[src/hdl/static_word_substitution_encoder_unit_defines.svh]
// Assertion macros for the word substitution encoder.
// Used by the top level only; expects clk and rst_n in scope.
`ifndef STATIC_WORD_SUBSTITUTION_ENCODER_UNIT_DEFINES_SVH
`define STATIC_WORD_SUBSTITUTION_ENCODER_UNIT_DEFINES_SVH
`ifndef SYNTHESIS
`define SWSE_ASSERT_IMP(label, pre, post) \
  label: assert property (@(posedge clk) disable iff (!rst_n) (pre) |-> (post)) \
    else $error("swse: implication check failed");
`define SWSE_ASSERT_NXT(label, pre, post) \
  label: assert property (@(posedge clk) disable iff (!rst_n) (pre) |=> (post)) \
    else $error("swse: next-cycle check failed");
`else
`define SWSE_ASSERT_IMP(label, pre, post)
`define SWSE_ASSERT_NXT(label, pre, post)
`endif
`endif

[src/hdl/swse_pkg.sv]
// Shared types and dictionary constants for the word substitution encoder.
// No dependencies.
`timescale 1ns / 1ps
`default_nettype none
package swse_pkg;

  localparam int WIN_BYTES = 4;
  localparam int CNT_W     = 3;
  localparam int DICT_SIZE = 14;

  // Dictionary text, first byte in the top byte lane, unused lanes zero.
  localparam logic [31:0] DICT_TEXT [DICT_SIZE] = '{
    32'h54686500, 32'h74686500, 32'h416E6400, 32'h616E6400,
    32'h74686174, 32'h68617665, 32'h666F7200, 32'h6E6F7400,
    32'h77697468, 32'h796F7500, 32'h596F7500, 32'h74686973,
    32'h22000000, 32'h0A000000
  };
  localparam logic [CNT_W-1:0] DICT_LEN [DICT_SIZE] = '{
    3'd3, 3'd3, 3'd3, 3'd3, 3'd4, 3'd4, 3'd3, 3'd3, 3'd4, 3'd3, 3'd3, 3'd4, 3'd1, 3'd1
  };
  localparam logic [7:0] CODE_LEAD [DICT_SIZE] = '{
    8'hC2, 8'hC2, 8'hC2, 8'hC2, 8'hC2, 8'hC2, 8'hC2, 8'hC2,
    8'hC2, 8'hC2, 8'hC2, 8'hC2, 8'h24, 8'h5E
  };
  localparam logic [7:0] CODE_TRAIL [DICT_SIZE] = '{
    8'hA1, 8'hA2, 8'hA3, 8'hA4, 8'hA5, 8'hA6, 8'hA7, 8'hA8,
    8'hA9, 8'hAA, 8'hB0, 8'hB1, 8'h00, 8'h00
  };
  localparam logic DICT_TWO [DICT_SIZE] = '{
    1'b1, 1'b1, 1'b1, 1'b1, 1'b1, 1'b1, 1'b1, 1'b1,
    1'b1, 1'b1, 1'b1, 1'b1, 1'b0, 1'b0
  };

  // One head decision: code bytes and how many window bytes it consumes.
  typedef struct packed {
    logic [7:0]       byte0;
    logic [7:0]       byte1;
    logic             two_bytes;
    logic [CNT_W-1:0] drop;
  } decision_t;

  // Push into the output queue.
  typedef struct packed {
    logic [7:0] byte0;
    logic [7:0] byte1;
    logic       two_bytes;
    logic       fin;
  } push_t;

  typedef struct packed {
    logic [7:0] data;
    logic       fin;
  } q_entry_t;

endpackage
`default_nettype wire

[src/hdl/swse_match.sv]
// Head-of-window dictionary matcher with fixed priority.
// Depends on swse_pkg.
`timescale 1ns / 1ps
`default_nettype none
module swse_match (
  input  logic [31:0]                win,
  input  logic [swse_pkg::CNT_W-1:0] win_cnt,
  output swse_pkg::decision_t        dec
);
  import swse_pkg::*;

  logic [DICT_SIZE-1:0] hit;

  always_comb begin
    for (int e = 0; e < DICT_SIZE; e++) begin
      hit[e] = (DICT_LEN[e] <= win_cnt);
      for (int i = 0; i < WIN_BYTES; i++) begin
        if ((CNT_W'(i) < DICT_LEN[e]) &&
            (win[31-8*i -: 8] != DICT_TEXT[e][31-8*i -: 8])) begin
          hit[e] = 1'b0;
        end
      end
    end
  end

  // lowest index wins; no hit passes the head byte through
  always_comb begin
    dec.byte0     = win[31:24];
    dec.byte1     = 8'h00;
    dec.two_bytes = 1'b0;
    dec.drop      = CNT_W'(1);
    for (int e = DICT_SIZE - 1; e >= 0; e--) begin
      if (hit[e]) begin
        dec.byte0     = CODE_LEAD[e];
        dec.byte1     = CODE_TRAIL[e];
        dec.two_bytes = DICT_TWO[e];
        dec.drop      = DICT_LEN[e];
      end
    end
  end

endmodule
`default_nettype wire

[src/hdl/swse_outq.sv]
// Two-entry output queue; 1-2 bytes per push, one beat out per cycle when ready.
// Depends on swse_pkg.
`timescale 1ns / 1ps
`default_nettype none
module swse_outq (
  input  logic            clk,
  input  logic            rst_n,
  input  logic            push_en,
  input  swse_pkg::push_t push,
  output logic [1:0]      free,
  output logic            out_valid,
  input  logic            out_ready,
  output logic [7:0]      out_code_byte,
  output logic            out_final_out
);
  import swse_pkg::*;

  q_entry_t   q_r   [2];
  q_entry_t   q_nxt [2];
  logic [1:0] cnt_r, cnt_nxt;
  logic [1:0] base;
  logic       pop;
  q_entry_t   first, second;

  assign out_valid     = (cnt_r != 2'd0);
  assign out_code_byte = q_r[0].data;
  assign out_final_out = q_r[0].fin;
  assign pop           = out_valid && out_ready;
  assign free          = 2'd2 - cnt_r + {1'b0, pop};
  assign base          = cnt_r - {1'b0, pop};

  always_comb begin
    first.data  = push.byte0;
    first.fin   = push.fin && !push.two_bytes;
    second.data = push.byte1;
    second.fin  = push.fin;

    q_nxt[0] = pop ? q_r[1] : q_r[0];
    q_nxt[1] = q_r[1];
    cnt_nxt  = base;
    if (push_en) begin
      if (base == 2'd0) begin
        q_nxt[0] = first;
        q_nxt[1] = second;
      end else begin
        q_nxt[1] = first;
      end
      cnt_nxt = base + (push.two_bytes ? 2'd2 : 2'd1);
    end
  end

  always_ff @(posedge clk) begin
    if (!rst_n) begin
      cnt_r <= 2'd0;
    end else begin
      cnt_r <= cnt_nxt;
    end
  end

  always_ff @(posedge clk) begin
    q_r[0] <= q_nxt[0];
    q_r[1] <= q_nxt[1];
  end

endmodule
`default_nettype wire

[src/hdl/static_word_substitution_encoder_unit.sv]
// Word substitution encoder top level: look-ahead window, head decision, output queue.
// Depends on swse_pkg, swse_match, swse_outq and the assertion macro header.
`timescale 1ns / 1ps
`default_nettype none
// Byte-stream encoder that swaps fourteen fixed dictionary entries for short
// codes. Input bytes collect in a four-byte window; a byte that does not fill
// it is simply added to the window. A byte that fills the window, or carries
// end_of_stream, is followed by head decisions, one per cycle while the queue
// has room, with in_ready low: one decision for a full window, up to four
// while flushing at end of stream. Each decision pushes one or two bytes into
// a two-entry output queue and waits if the queue lacks room. A byte that fills
// the window waits for its decision before the next byte is taken; unmatched
// text passes one byte per decision, a matched entry one, three or four bytes.
// The output port moves one byte per cycle while out_ready is high; the first
// output beat is registered through the window count and then the output queue.
`include "static_word_substitution_encoder_unit_defines.svh"
module static_word_substitution_encoder_unit (
  input  logic       clk,
  input  logic       rst_n,
  input  logic       in_valid,
  output logic       in_ready,
  input  logic [7:0] in_data_byte,
  input  logic       in_end_of_stream,
  output logic       out_valid,
  input  logic       out_ready,
  output logic [7:0] out_code_byte,
  output logic       out_final_out
);
  import swse_pkg::*;

  logic [31:0]      win_r, win_nxt;
  logic [CNT_W-1:0] cnt_r, cnt_nxt;
  logic             flush_r, flush_nxt;
  logic             pend, accept, decide;
  logic [1:0]       q_free, need;
  decision_t        dec;
  push_t            push;

  swse_match u_match (
    .win     (win_r),
    .win_cnt (cnt_r),
    .dec     (dec)
  );

  // a head decision is owed while the window is full or a flush runs
  assign pend     = (cnt_r == CNT_W'(WIN_BYTES)) || flush_r;
  assign in_ready = !pend;
  assign accept   = in_valid && in_ready;
  assign need     = dec.two_bytes ? 2'd2 : 2'd1;
  assign decide   = pend && (q_free >= need);

  assign push.byte0     = dec.byte0;
  assign push.byte1     = dec.byte1;
  assign push.two_bytes = dec.two_bytes;
  assign push.fin       = flush_r && (dec.drop == cnt_r);

  swse_outq u_outq (
    .clk           (clk),
    .rst_n         (rst_n),
    .push_en       (decide),
    .push          (push),
    .free          (q_free),
    .out_valid     (out_valid),
    .out_ready     (out_ready),
    .out_code_byte (out_code_byte),
    .out_final_out (out_final_out)
  );

  always_comb begin
    win_nxt   = win_r;
    cnt_nxt   = cnt_r;
    flush_nxt = flush_r;
    if (accept) begin
      // lanes past the count are always zero, so OR in the new byte
      win_nxt   = win_r | ({in_data_byte, 24'h000000} >> {cnt_r, 3'b000});
      cnt_nxt   = cnt_r + CNT_W'(1);
      flush_nxt = in_end_of_stream;
    end else if (decide) begin
      win_nxt = win_r << {dec.drop, 3'b000};
      cnt_nxt = cnt_r - dec.drop;
      if (dec.drop == cnt_r) begin
        flush_nxt = 1'b0;
      end
    end
  end

  always_ff @(posedge clk) begin
    if (!rst_n) begin
      win_r   <= '0;
      cnt_r   <= '0;
      flush_r <= 1'b0;
    end else begin
      win_r   <= win_nxt;
      cnt_r   <= cnt_nxt;
      flush_r <= flush_nxt;
    end
  end

  `SWSE_ASSERT_IMP(a_drop_in_window, decide, dec.drop <= cnt_r)
  `SWSE_ASSERT_IMP(a_push_fits, decide && dec.two_bytes, q_free == 2'd2)
  `SWSE_ASSERT_NXT(a_eos_flushes, accept && in_end_of_stream, flush_r && !in_ready)

endmodule
`default_nettype wire
[config.mk]
export PLATFORM = sky130hd
export DESIGN_NAME = static_word_substitution_encoder_unit
export DESIGN_NICKNAME = d
export VERILOG_FILES = /design/src/hdl/swse_pkg.sv /design/src/hdl/swse_match.sv /design/src/hdl/swse_outq.sv /design/src/hdl/static_word_substitution_encoder_unit.sv
export VERILOG_INCLUDE_DIRS = /design/src /design/src/hdl
export SDC_FILE = /design/constraint.sdc
export NUM_CORES = 1
export LEC_CHECK = 0
export BUFFER_PORTS_ARGS = -buffer_cell sky130_fd_sc_hd__buf_4
export CAP_MARGIN = 15
export CORE_MARGIN = 2
export CORE_UTILIZATION = 50
export DETAILED_ROUTE_END_ITERATION = 8
export GPL_TIMING_DRIVEN = 0
export PLACE_DENSITY = 0.79
export SYNTH_ARGS = -nofsm -noshare
export SYNTH_HDL_FRONTEND = slang
export SYNTH_HIERARCHICAL = 1
export SYNTH_SLANG_ARGS = --single-unit
[constraint.sdc]
create_clock -name clk -period 5.1 [get_ports clk]
set_input_delay 0.51 -clock clk [delete_from_list [all_inputs] [get_ports clk]]
set_output_delay 0.51 -clock clk [all_outputs]
set_load 0.005 [all_outputs]
==> results of run 1 <==
==> critical path, delay by kind of cell (launching register included) <==
| kind | cells | cell delay [ns] |
|---|---|---|
| buffers and inverters | 3 | 0.61 |
| and+or+nand+nor | 7 | 2.33 |
| DFF | 1 | 0.54 |
| AOI/OAI and AO/OA | 4 | 0.59 |
| adders and majority gates | 1 | 0.26 |
==> state kept, by name, summed over array words and instances (netlist names) <==
signal / cells
flush_r: 1
win_r: 32
u_outq/q_r: 18
u_outq/cnt_r: 2
cnt_r: 3
==> through the flow <==
stage	std cells	utilization, %	instance area (µm²)	power [mW]
after floorplan	425	-	3976	1.592
after global placement	550	55.34	4277	1.868
after detailed placement	550	55.34	4277	1.913
after CTS	558	56.54	4369	2.169
after global routing	558	56.54	4369	2.349
final	558	56.54	4369	2.181
==> synthesized netlist by cell type, drive strengths merged (3+ instances only) <==
library cell  number
a22oi             10
nand2             21
or3                8
dfxtp             47
nor2b              4
clkbuf             6
o211ai             9
and3               9
a211oi            10
xor2               3
o311a              8
nor3               9
or3b               3
o21ai              6
a21o               3
and2               5
a221oi            16
nand3b             4
or4                7
xnor2              3
nand4b             4
nor4              13
a21oi             35
nor3b              3
and3b              4
nand2b             6
or2                3
a32o               9
mux2i             15
nor2              20
buf               30
mux2               9
nand3              4
a221o              8
edfxtp             9
nand4bb            3
inv               22
ha                 9
==> metal layers <==
layer / wire length (µm) / vias to the layer above / GRT usage (%)
met5: 0 / - / 0
met4: 318 / 0 / 9.559
met3: 638 / 34 / 3.868
met2: 5095 / 137 / 44.02
met1: 4571 / 1719 / 33.22
li1: - / 1706 / -
==> power by group <==
part,switching (mW),total (mW),internal [mW]
Combinational,0.591,1.12,0.534
Clock,0.149,0.260,0.111
Sequential,0.187,0.796,0.609
==> final cells by class <==
class	instances	area (µm²)
inverters	23	88.84
fillers	705	3358
repair buffers	23	172.7
multi-input cells	310	2421
well taps	102	127.6
flip-flops and latches	56	1211
clock buffers	7	86.33
plain buffers	36	255.2
clock inverters	1	6.256
==> kinds of logic (layout without fill, tap and decap cells) <==
group / Yosys count / in the layout
xor+xnor: 6 / 6
other cells: 1 / 1
buf+inv: 59 / 90
fa+ha+maj: 10 / 10
flops: 56 / 56
simple gates: 143 / 143
mux: 24 / 24
compound gates: 126 / 126
==> path summary, 6_finish.rpt <==
kind	start	end	slack [ns]	cells after the start
min reg2reg	u_outq/q_r[0][3]$_DFF_P_	u_outq/q_r[0][3]$_DFF_P_	0.46	2
min	rst_n	u_outq/cnt_r[0]$_SDFF_PN0_	0.40	2
max	win_r[8]$_SDFFE_PN0P_	u_outq/q_r[0][0]$_DFF_P_	0.65	15
max reg2reg	win_r[8]$_SDFFE_PN0P_	u_outq/q_r[0][0]$_DFF_P_	0.65	15
==> qor.log, run 1 <==
INFO  sta            finalHoldViolations=0
INFO  global_route   grt_remaining_overflow=0
INFO  setup_path     worst_path_max_delay_cell=sky130_fd_sc_hd__dfxtp_1
INFO  routing        drt-initial-drc-count=220
INFO  sta            clock.fmax=224.5MHz
INFO  yosys          synth_top_family_by_area=compound AO/OA/AOI/OAI gates
INFO  sta            min_period_over_period=87.35%
INFO  routing        final_antenna_net_count=0
INFO  yosys          muxShareOfSynthArea=6.325%
INFO  floorplan      ioPinCount=24
INFO  floorplan      fp.coreArea=7727µm²
INFO  setup_path     path_cells=or3b_1 > nor4_1 > and3_1 > a221o_1 > buf_6 > or4b_1 > inv_1 > ha_1 > nand2b_1 > a21oi_2 > nor2_2 > buf_4 > nand3b_1 > a21oi_1 > a21oi_1
INFO  routing        num_vias=3,596
INFO  layout         antennaDiodeCount=0
INFO  status         status=completed
INFO  setup_path     critical_path.most_common_cell=sky130_fd_sc_hd__a21oi_1
INFO  place          gpl.final_weighted_congestion=0.9658
INFO  clock_tree     clk_latency=0.32ns
INFO  clock_tree     cts_max_path_buffers=2
INFO  yosys          synthCells=425
INFO  sta            holdWs=0.3996ns
INFO  floorplan      die_width=93.18µm
INFO  routing        avgRoutedWirePerCell=19.04µm
INFO  floorplan      die_h=93.18µm
INFO  sta            finClkSkew=0.01338ns
INFO  yosys          yosys_warnings=6
INFO  yosys          synth_area_per_cell=9.356µm²
INFO  global_route   grt_pass1_vias=3,531
INFO  routing        routed_wl=10,620µm
INFO  yosys          netlist_area=3976µm²
INFO  place          preCtsSetupSlack=0.7403ns
INFO  clock_tree     clock_tree_from_tritoncts=built
INFO  setup_path     required=5.32ns
INFO  clock_tree     root_buffer_cell=sky130_fd_sc_hd__clkbuf_8
INFO  sta            rsz_0062_raised_after_global_routing=no
INFO  yosys          synthSimpleGateAreaFrac=24.51%
INFO  clock_tree     cts_setup_buffers=0
INFO  global_route   grt.total_usage=25.86%
INFO  global_route   grt_max_degree=25
INFO  sta            timing.final.ws_setup=0.6453ns
INFO  sta            final.setup.tns=0ns
INFO  sta            finalWorstPathRequiredPeriod=4.455ns
INFO  layout         final_net_count=478
INFO  floorplan      start_util=51.46%
INFO  clock_tree     cts.htree.levels=2
INFO  worst_hold_path min_path_type=in2reg
INFO  yosys          post_synth_num_cell_types=84
INFO  setup_path     path_class=reg2reg
INFO  global_route   grt_first_pass_wirelength=17,960µm
INFO  power_and_ir_drop power_leakage=1.723nW
INFO  layout         areaGrowthSynthToFinish=9.880%
INFO  routing        routed_via_density=6.444
INFO  setup_path     timing.critical_path.from_type=flip-flop
INFO  routing        firstDrtPassIters=5
INFO  power_and_ir_drop power_density=499.2nW/µm²
INFO  yosys          synth_xor_xnor_area_share=1.322%
INFO  global_route   grt_antenna_before_repair=0
INFO  setup_path     critPathMaxStageDelay=0.54ns
INFO  place          detailedPlacementHpwl=7878µm
INFO  place          port_buffers=23
INFO  yosys          primary_ff_master_synth=sky130_fd_sc_hd__dfxtp_1
INFO  clock_tree     clock_sinks=56
INFO  sta            final-max-slew-violation-count=0
INFO  yosys          synthArstFlopShare=0%
INFO  sta            report.final.setup_viol=0
INFO  clock_tree     number_of_buffers_created_by_cts=5
INFO  setup_path     worstPathArrival=4.67ns
INFO  sta            tightest_slew=0.6804ns
INFO  layout         most_common_cell_after_layout_fill_and_taps_aside=sky130_fd_sc_hd__dfxtp_1
INFO  clock_tree     clk_pin_slew_worst_paths=0.10ns
INFO  yosys          netlist_top_cells_area=sky130_fd_sc_hd__dfxtp_1 24%, sky130_fd_sc_hd__edfxtp_1 6.8%, sky130_fd_sc_hd__a21oi_1 4.2%
INFO  yosys          synth_top_area_share=23.66%
INFO  routing        detail_route.drc_violations=0
INFO  clock_tree     post_cts_sizing=0
INFO  clock_tree     hold_buffers=0
INFO  yosys          synth_nets=448
INFO  setup_path     critPathCaptureType=flip-flop
INFO  yosys          post-synth-top-area-cell=sky130_fd_sc_hd__dfxtp_1
INFO  yosys          synth_edf_count=9
INFO  setup_path     worst-path-max-fanout=24
INFO  sta            worst_slew_margin_rel=54.39%
INFO  floorplan      num_rows=32
INFO  layout         drive_above_1_share=22.59%
INFO  yosys          post_synth_fa_ha_maj_area_fraction=3.335%
INFO  floorplan      die-area=8682µm²
INFO  yosys          synth_compound_gate_area_share=25.30%
INFO  power_and_ir_drop peakVddDrop=209.6µV
INFO  layout         final_cell_mix=47 x sky130_fd_sc_hd__dfxtp_1, 41 x sky130_fd_sc_hd__buf_4, 33 x sky130_fd_sc_hd__a21oi_1
INFO  yosys          yosysSeqAreaShare=30.46%
INFO  yosys          synth_seq_cells=56
INFO  job            drv.max_cap_violation_count=0
No activity file was read; power rests on OpenSTA's default activity.
==> run 2, diff against run 1 <==
--- a/config.mk
+++ b/config.mk
@@ -13,6 +13,7 @@
 export DETAILED_ROUTE_END_ITERATION = 8
 export GPL_TIMING_DRIVEN = 0
 export PLACE_DENSITY = 0.79
+export RECOVER_POWER = 50
 export SYNTH_ARGS = -nofsm -noshare
 export SYNTH_HDL_FRONTEND = slang
 export SYNTH_HIERARCHICAL = 1
==> run 2 against run 1 <==
Net effect:
- first-iteration DRC count rose by 4.5%
- clock power barely moved
- non-clock buffer count did not move
- hold slack barely moved
- worst setup slack got worse by 0.021 ns
- total power fell by 3.1%
- die area did not move
- maximum frequency fell by 0.47%
- register-to-register slack got worse by 0.02 ns
- highest routed layer unchanged
- combinational power fell by 5%
- clock skew fell by 0.0018 ns
==> qor.log, run 2 (same netlist as run 1, synthesis figures left out) <==
INFO  sta            report.final.setup_viol=0 [unchanged]
INFO  setup_path     critPathCaptureType=flip-flop
INFO  sta            worst_slew_margin_rel=36.68% [-18 points]
INFO  clock_tree     clock_sinks=56 [unchanged]
INFO  clock_tree     hold_buffers=0 [unchanged]
INFO  layout         most_common_cell_after_layout_fill_and_taps_aside=sky130_fd_sc_hd__dfxtp_1
INFO  floorplan      start_util=51.46% [unchanged]
INFO  sta            rsz_0062_raised_after_global_routing=no
INFO  layout         reg.largest.list=win_r: 32 flops, u_outq/q_r: 18 flops, cnt_r: 3 flops
INFO  layout         antennaDiodeCount=0 [unchanged]
INFO  sta            min_period_over_period=87.76% [+0.41 points]
INFO  power_and_ir_drop power_leakage=1.685nW [-2.2%]
INFO  floorplan      die_h=93.18µm [unchanged]
INFO  clock_tree     clk_pin_slew_worst_paths=0.10ns [about the same]
INFO  job            drv.max_cap_violation_count=0 [unchanged]
INFO  layout         seqCellArea=1211µm² [unchanged]
INFO  layout         final_cell_mix=47 x sky130_fd_sc_hd__dfxtp_1, 34 x sky130_fd_sc_hd__a21oi_1, 29 x sky130_fd_sc_hd__buf_4
INFO  clock_tree     number_of_buffers_created_by_cts=5 [unchanged]
INFO  worst_hold_path min-delay-start=rst_n
INFO  routing        routed_wl=10,650µm [+0.25%]
INFO  layout         num-fill-cells=724 [+2.7%]
INFO  setup_path     worstPathArrival=4.68ns [about the same]
INFO  place          gpl.final_weighted_congestion=0.9658 [unchanged]
INFO  clock_tree     clk_latency=0.32ns [about the same]
INFO  clock_tree     cts_max_path_buffers=2 [unchanged]
INFO  clock_tree     root_buffer_cell=sky130_fd_sc_hd__clkbuf_8
INFO  sta            final-max-slew-violation-count=0 [unchanged]
INFO  setup_path     critical_path.reg2reg.endpoint=u_outq/q_r[0][4]$_DFF_P_
INFO  place          port_buffers=23 [unchanged]
INFO  global_route   grt_pass1_vias=3,531 [unchanged]
INFO  floorplan      die-area=8682µm² [unchanged]
INFO  routing        final_antenna_net_count=0 [unchanged]
INFO  setup_path     worst-path-max-fanout=24 [unchanged]
INFO  global_route   grt_max_degree=25 [unchanged]
INFO  clock_tree     clock_tree_from_tritoncts=built
INFO  global_route   grt.total_usage=25.86% [unchanged]
INFO  routing        firstDrtPassIters=5 [unchanged]
INFO  global_route   grt_antenna_before_repair=0 [unchanged]
INFO  floorplan      fp.coreArea=7727µm² [unchanged]
INFO  sta            finalWorstPathRequiredPeriod=4.476ns [+0.02108 ns]
INFO  setup_path     r2r.worst_path.cells=16 [+1]
INFO  power_and_ir_drop power_density=493.7nW/µm² [-1.1%]
INFO  layout         areaGrowthSynthToFinish=7.646%
INFO  sta            holdWs=0.3993ns [-0.0002980 ns]
INFO  global_route   grt_first_pass_wirelength=17,960µm [unchanged]
INFO  setup_path     required=5.30ns [-0.02 ns]
INFO  sta            final.setup.tns=0ns [unchanged]
INFO  place          detailedPlacementHpwl=7878µm [unchanged]
INFO  power_and_ir_drop peakVddDrop=207.5µV [-1.0%]
INFO  sta            finClkSkew=0.01155ns [-0.001837 ns]
INFO  layout         drive_above_1_share=19.30% [-3.3 points]
INFO  floorplan      ioPinCount=24 [unchanged]
INFO  floorplan      num_rows=32 [unchanged]
INFO  sta            finalHoldViolations=0 [unchanged]
INFO  worst_hold_path min_path_type=in2reg
INFO  setup_path     timing.critical_path.from_type=flip-flop
INFO  sta            tightest_slew=0.9426ns [+0.2622 ns]
INFO  clock_tree     post_cts_sizing=0 [unchanged]
INFO  routing        detail_route.drc_violations=0 [unchanged]
INFO  global_route   grt_remaining_overflow=0 [unchanged]
INFO  layout         largest_register_ff_count=32 [unchanged]
INFO  layout         multi_input_area=2354µm² [-2.8%]
INFO  setup_path     worst-r2r-setup-slack=0.62ns [-0.02 ns]
INFO  status         status=completed
INFO  setup_path     path_class=reg2reg
INFO  routing        routed_via_density=6.425 [-0.31%]
INFO  clock_tree     cts_setup_buffers=0 [unchanged]
INFO  layout         top_register=win_r
INFO  floorplan      die_width=93.18µm [unchanged]
INFO  routing        drt-initial-drc-count=230 [+4.5%]
INFO  routing        num_vias=3,585 [-0.31%]
INFO  worst_hold_path worstHoldEndpoint=u_outq/cnt_r[0]$_SDFF_PN0_
INFO  sta            clock.fmax=223.4MHz [-0.47%]
INFO  clock_tree     cts.htree.levels=2 [unchanged]
INFO  layout         final_net_count=478 [unchanged]
INFO  worst_hold_path min_delay_path_depth=2 [unchanged]
INFO  routing        avgRoutedWirePerCell=19.09µm [+0.25%]
INFO  setup_path     crit-reg2reg-launch=win_r[8]$_SDFFE_PN0P_
[run 2: changes by cell type in the layout (fill, tap and decap cells not counted), moves of 2 or more]
cell | previous run | this run
sky130_fd_sc_hd__a221oi_2 | 7 | 0
sky130_fd_sc_hd__buf_4 | 41 | 29
sky130_fd_sc_hd__clkbuf_4 | 0 | 11
sky130_fd_sc_hd__buf_6 | 6 | 4
sky130_fd_sc_hd__a221oi_1 | 9 | 16
sky130_fd_sc_hd__clkbuf_1 | 7 | 11
[run 2: power breakdown]
group / internal [mW] / switching [mW]
Combinational: 0.502 / 0.558
Clock: 0.111 / 0.148
Sequential: 0.609 / 0.186
Total: 1.22 / 0.892
[run 2: per-layer routing]
metal  vias to the layer above  GRT usage (%)  routed length, µm
met2                       151          44.02               5127
met3                        31          3.868                711
met5                         -              0                  0
met4                         0          9.559                273
li1                       1702              -                  -
met1                      1701          33.22               4538
[run 2: final cells by class]
cell class / instances / area share (%)
buffer: 36 / 5.495
clock buffer: 7 / 2.017
clock inverter: 1 / 0.1462
inverter: 23 / 2.046
multi-input combinational: 310 / 54.98
sequential: 56 / 28.30
tap: 102 / 2.982
timing repair buffer: 23 / 4.034
[run 2: worst max-delay path by stage]
stage | from | to | cells after the start
after detailed placement | win_r[8]$_SDFFE_PN0P_ | u_outq/q_r[0][0]$_DFF_P_ | 15
after CTS | win_r[8]$_SDFFE_PN0P_ | u_outq/q_r[0][0]$_DFF_P_ | 15
after global placement | win_r[8]$_SDFFE_PN0P_ | u_outq/q_r[0][0]$_DFF_P_ | 15
final | win_r[8]$_SDFFE_PN0P_ | u_outq/q_r[0][4]$_DFF_P_ | 16
after floorplan | cnt_r[2]$_SDFFE_PN0P_ | u_outq/q_r[0][0]$_DFF_P_ | 16
after global routing | win_r[8]$_SDFFE_PN0P_ | u_outq/q_r[0][1]$_DFF_P_ | 16
[run 2: critical path, stage by stage, from the launching register on]
cell                       delay [ns]
sky130_fd_sc_hd__dfxtp_1         0.53
sky130_fd_sc_hd__or3b_1          0.39
sky130_fd_sc_hd__nor4_1          0.53
sky130_fd_sc_hd__and3_1          0.34
sky130_fd_sc_hd__a221o_1         0.19
sky130_fd_sc_hd__buf_6           0.13
sky130_fd_sc_hd__or4b_1          0.20
sky130_fd_sc_hd__inv_1           0.08
sky130_fd_sc_hd__ha_1            0.26
sky130_fd_sc_hd__nand2b_1        0.16
sky130_fd_sc_hd__a21oi_1         0.49
sky130_fd_sc_hd__nor2_2          0.19
sky130_fd_sc_hd__buf_4           0.29
sky130_fd_sc_hd__and3b_1         0.21
sky130_fd_sc_hd__buf_4           0.16
sky130_fd_sc_hd__a21oi_1         0.12
sky130_fd_sc_hd__a21oi_1         0.09
[run 2: stage by stage]
stage	worst slack [ns]	power (mW)	std cells	area, µm²	utilization [%]
after global placement	0.8809	1.868	550	4277	55.34
after global routing	0.4326	2.281	558	4280	55.39
final	0.6242	2.113	558	4280	55.39
after floorplan	1.451	1.592	425	3976	-
after detailed placement	0.7403	1.913	550	4277	55.34
after CTS	0.7201	2.169	558	4369	56.54
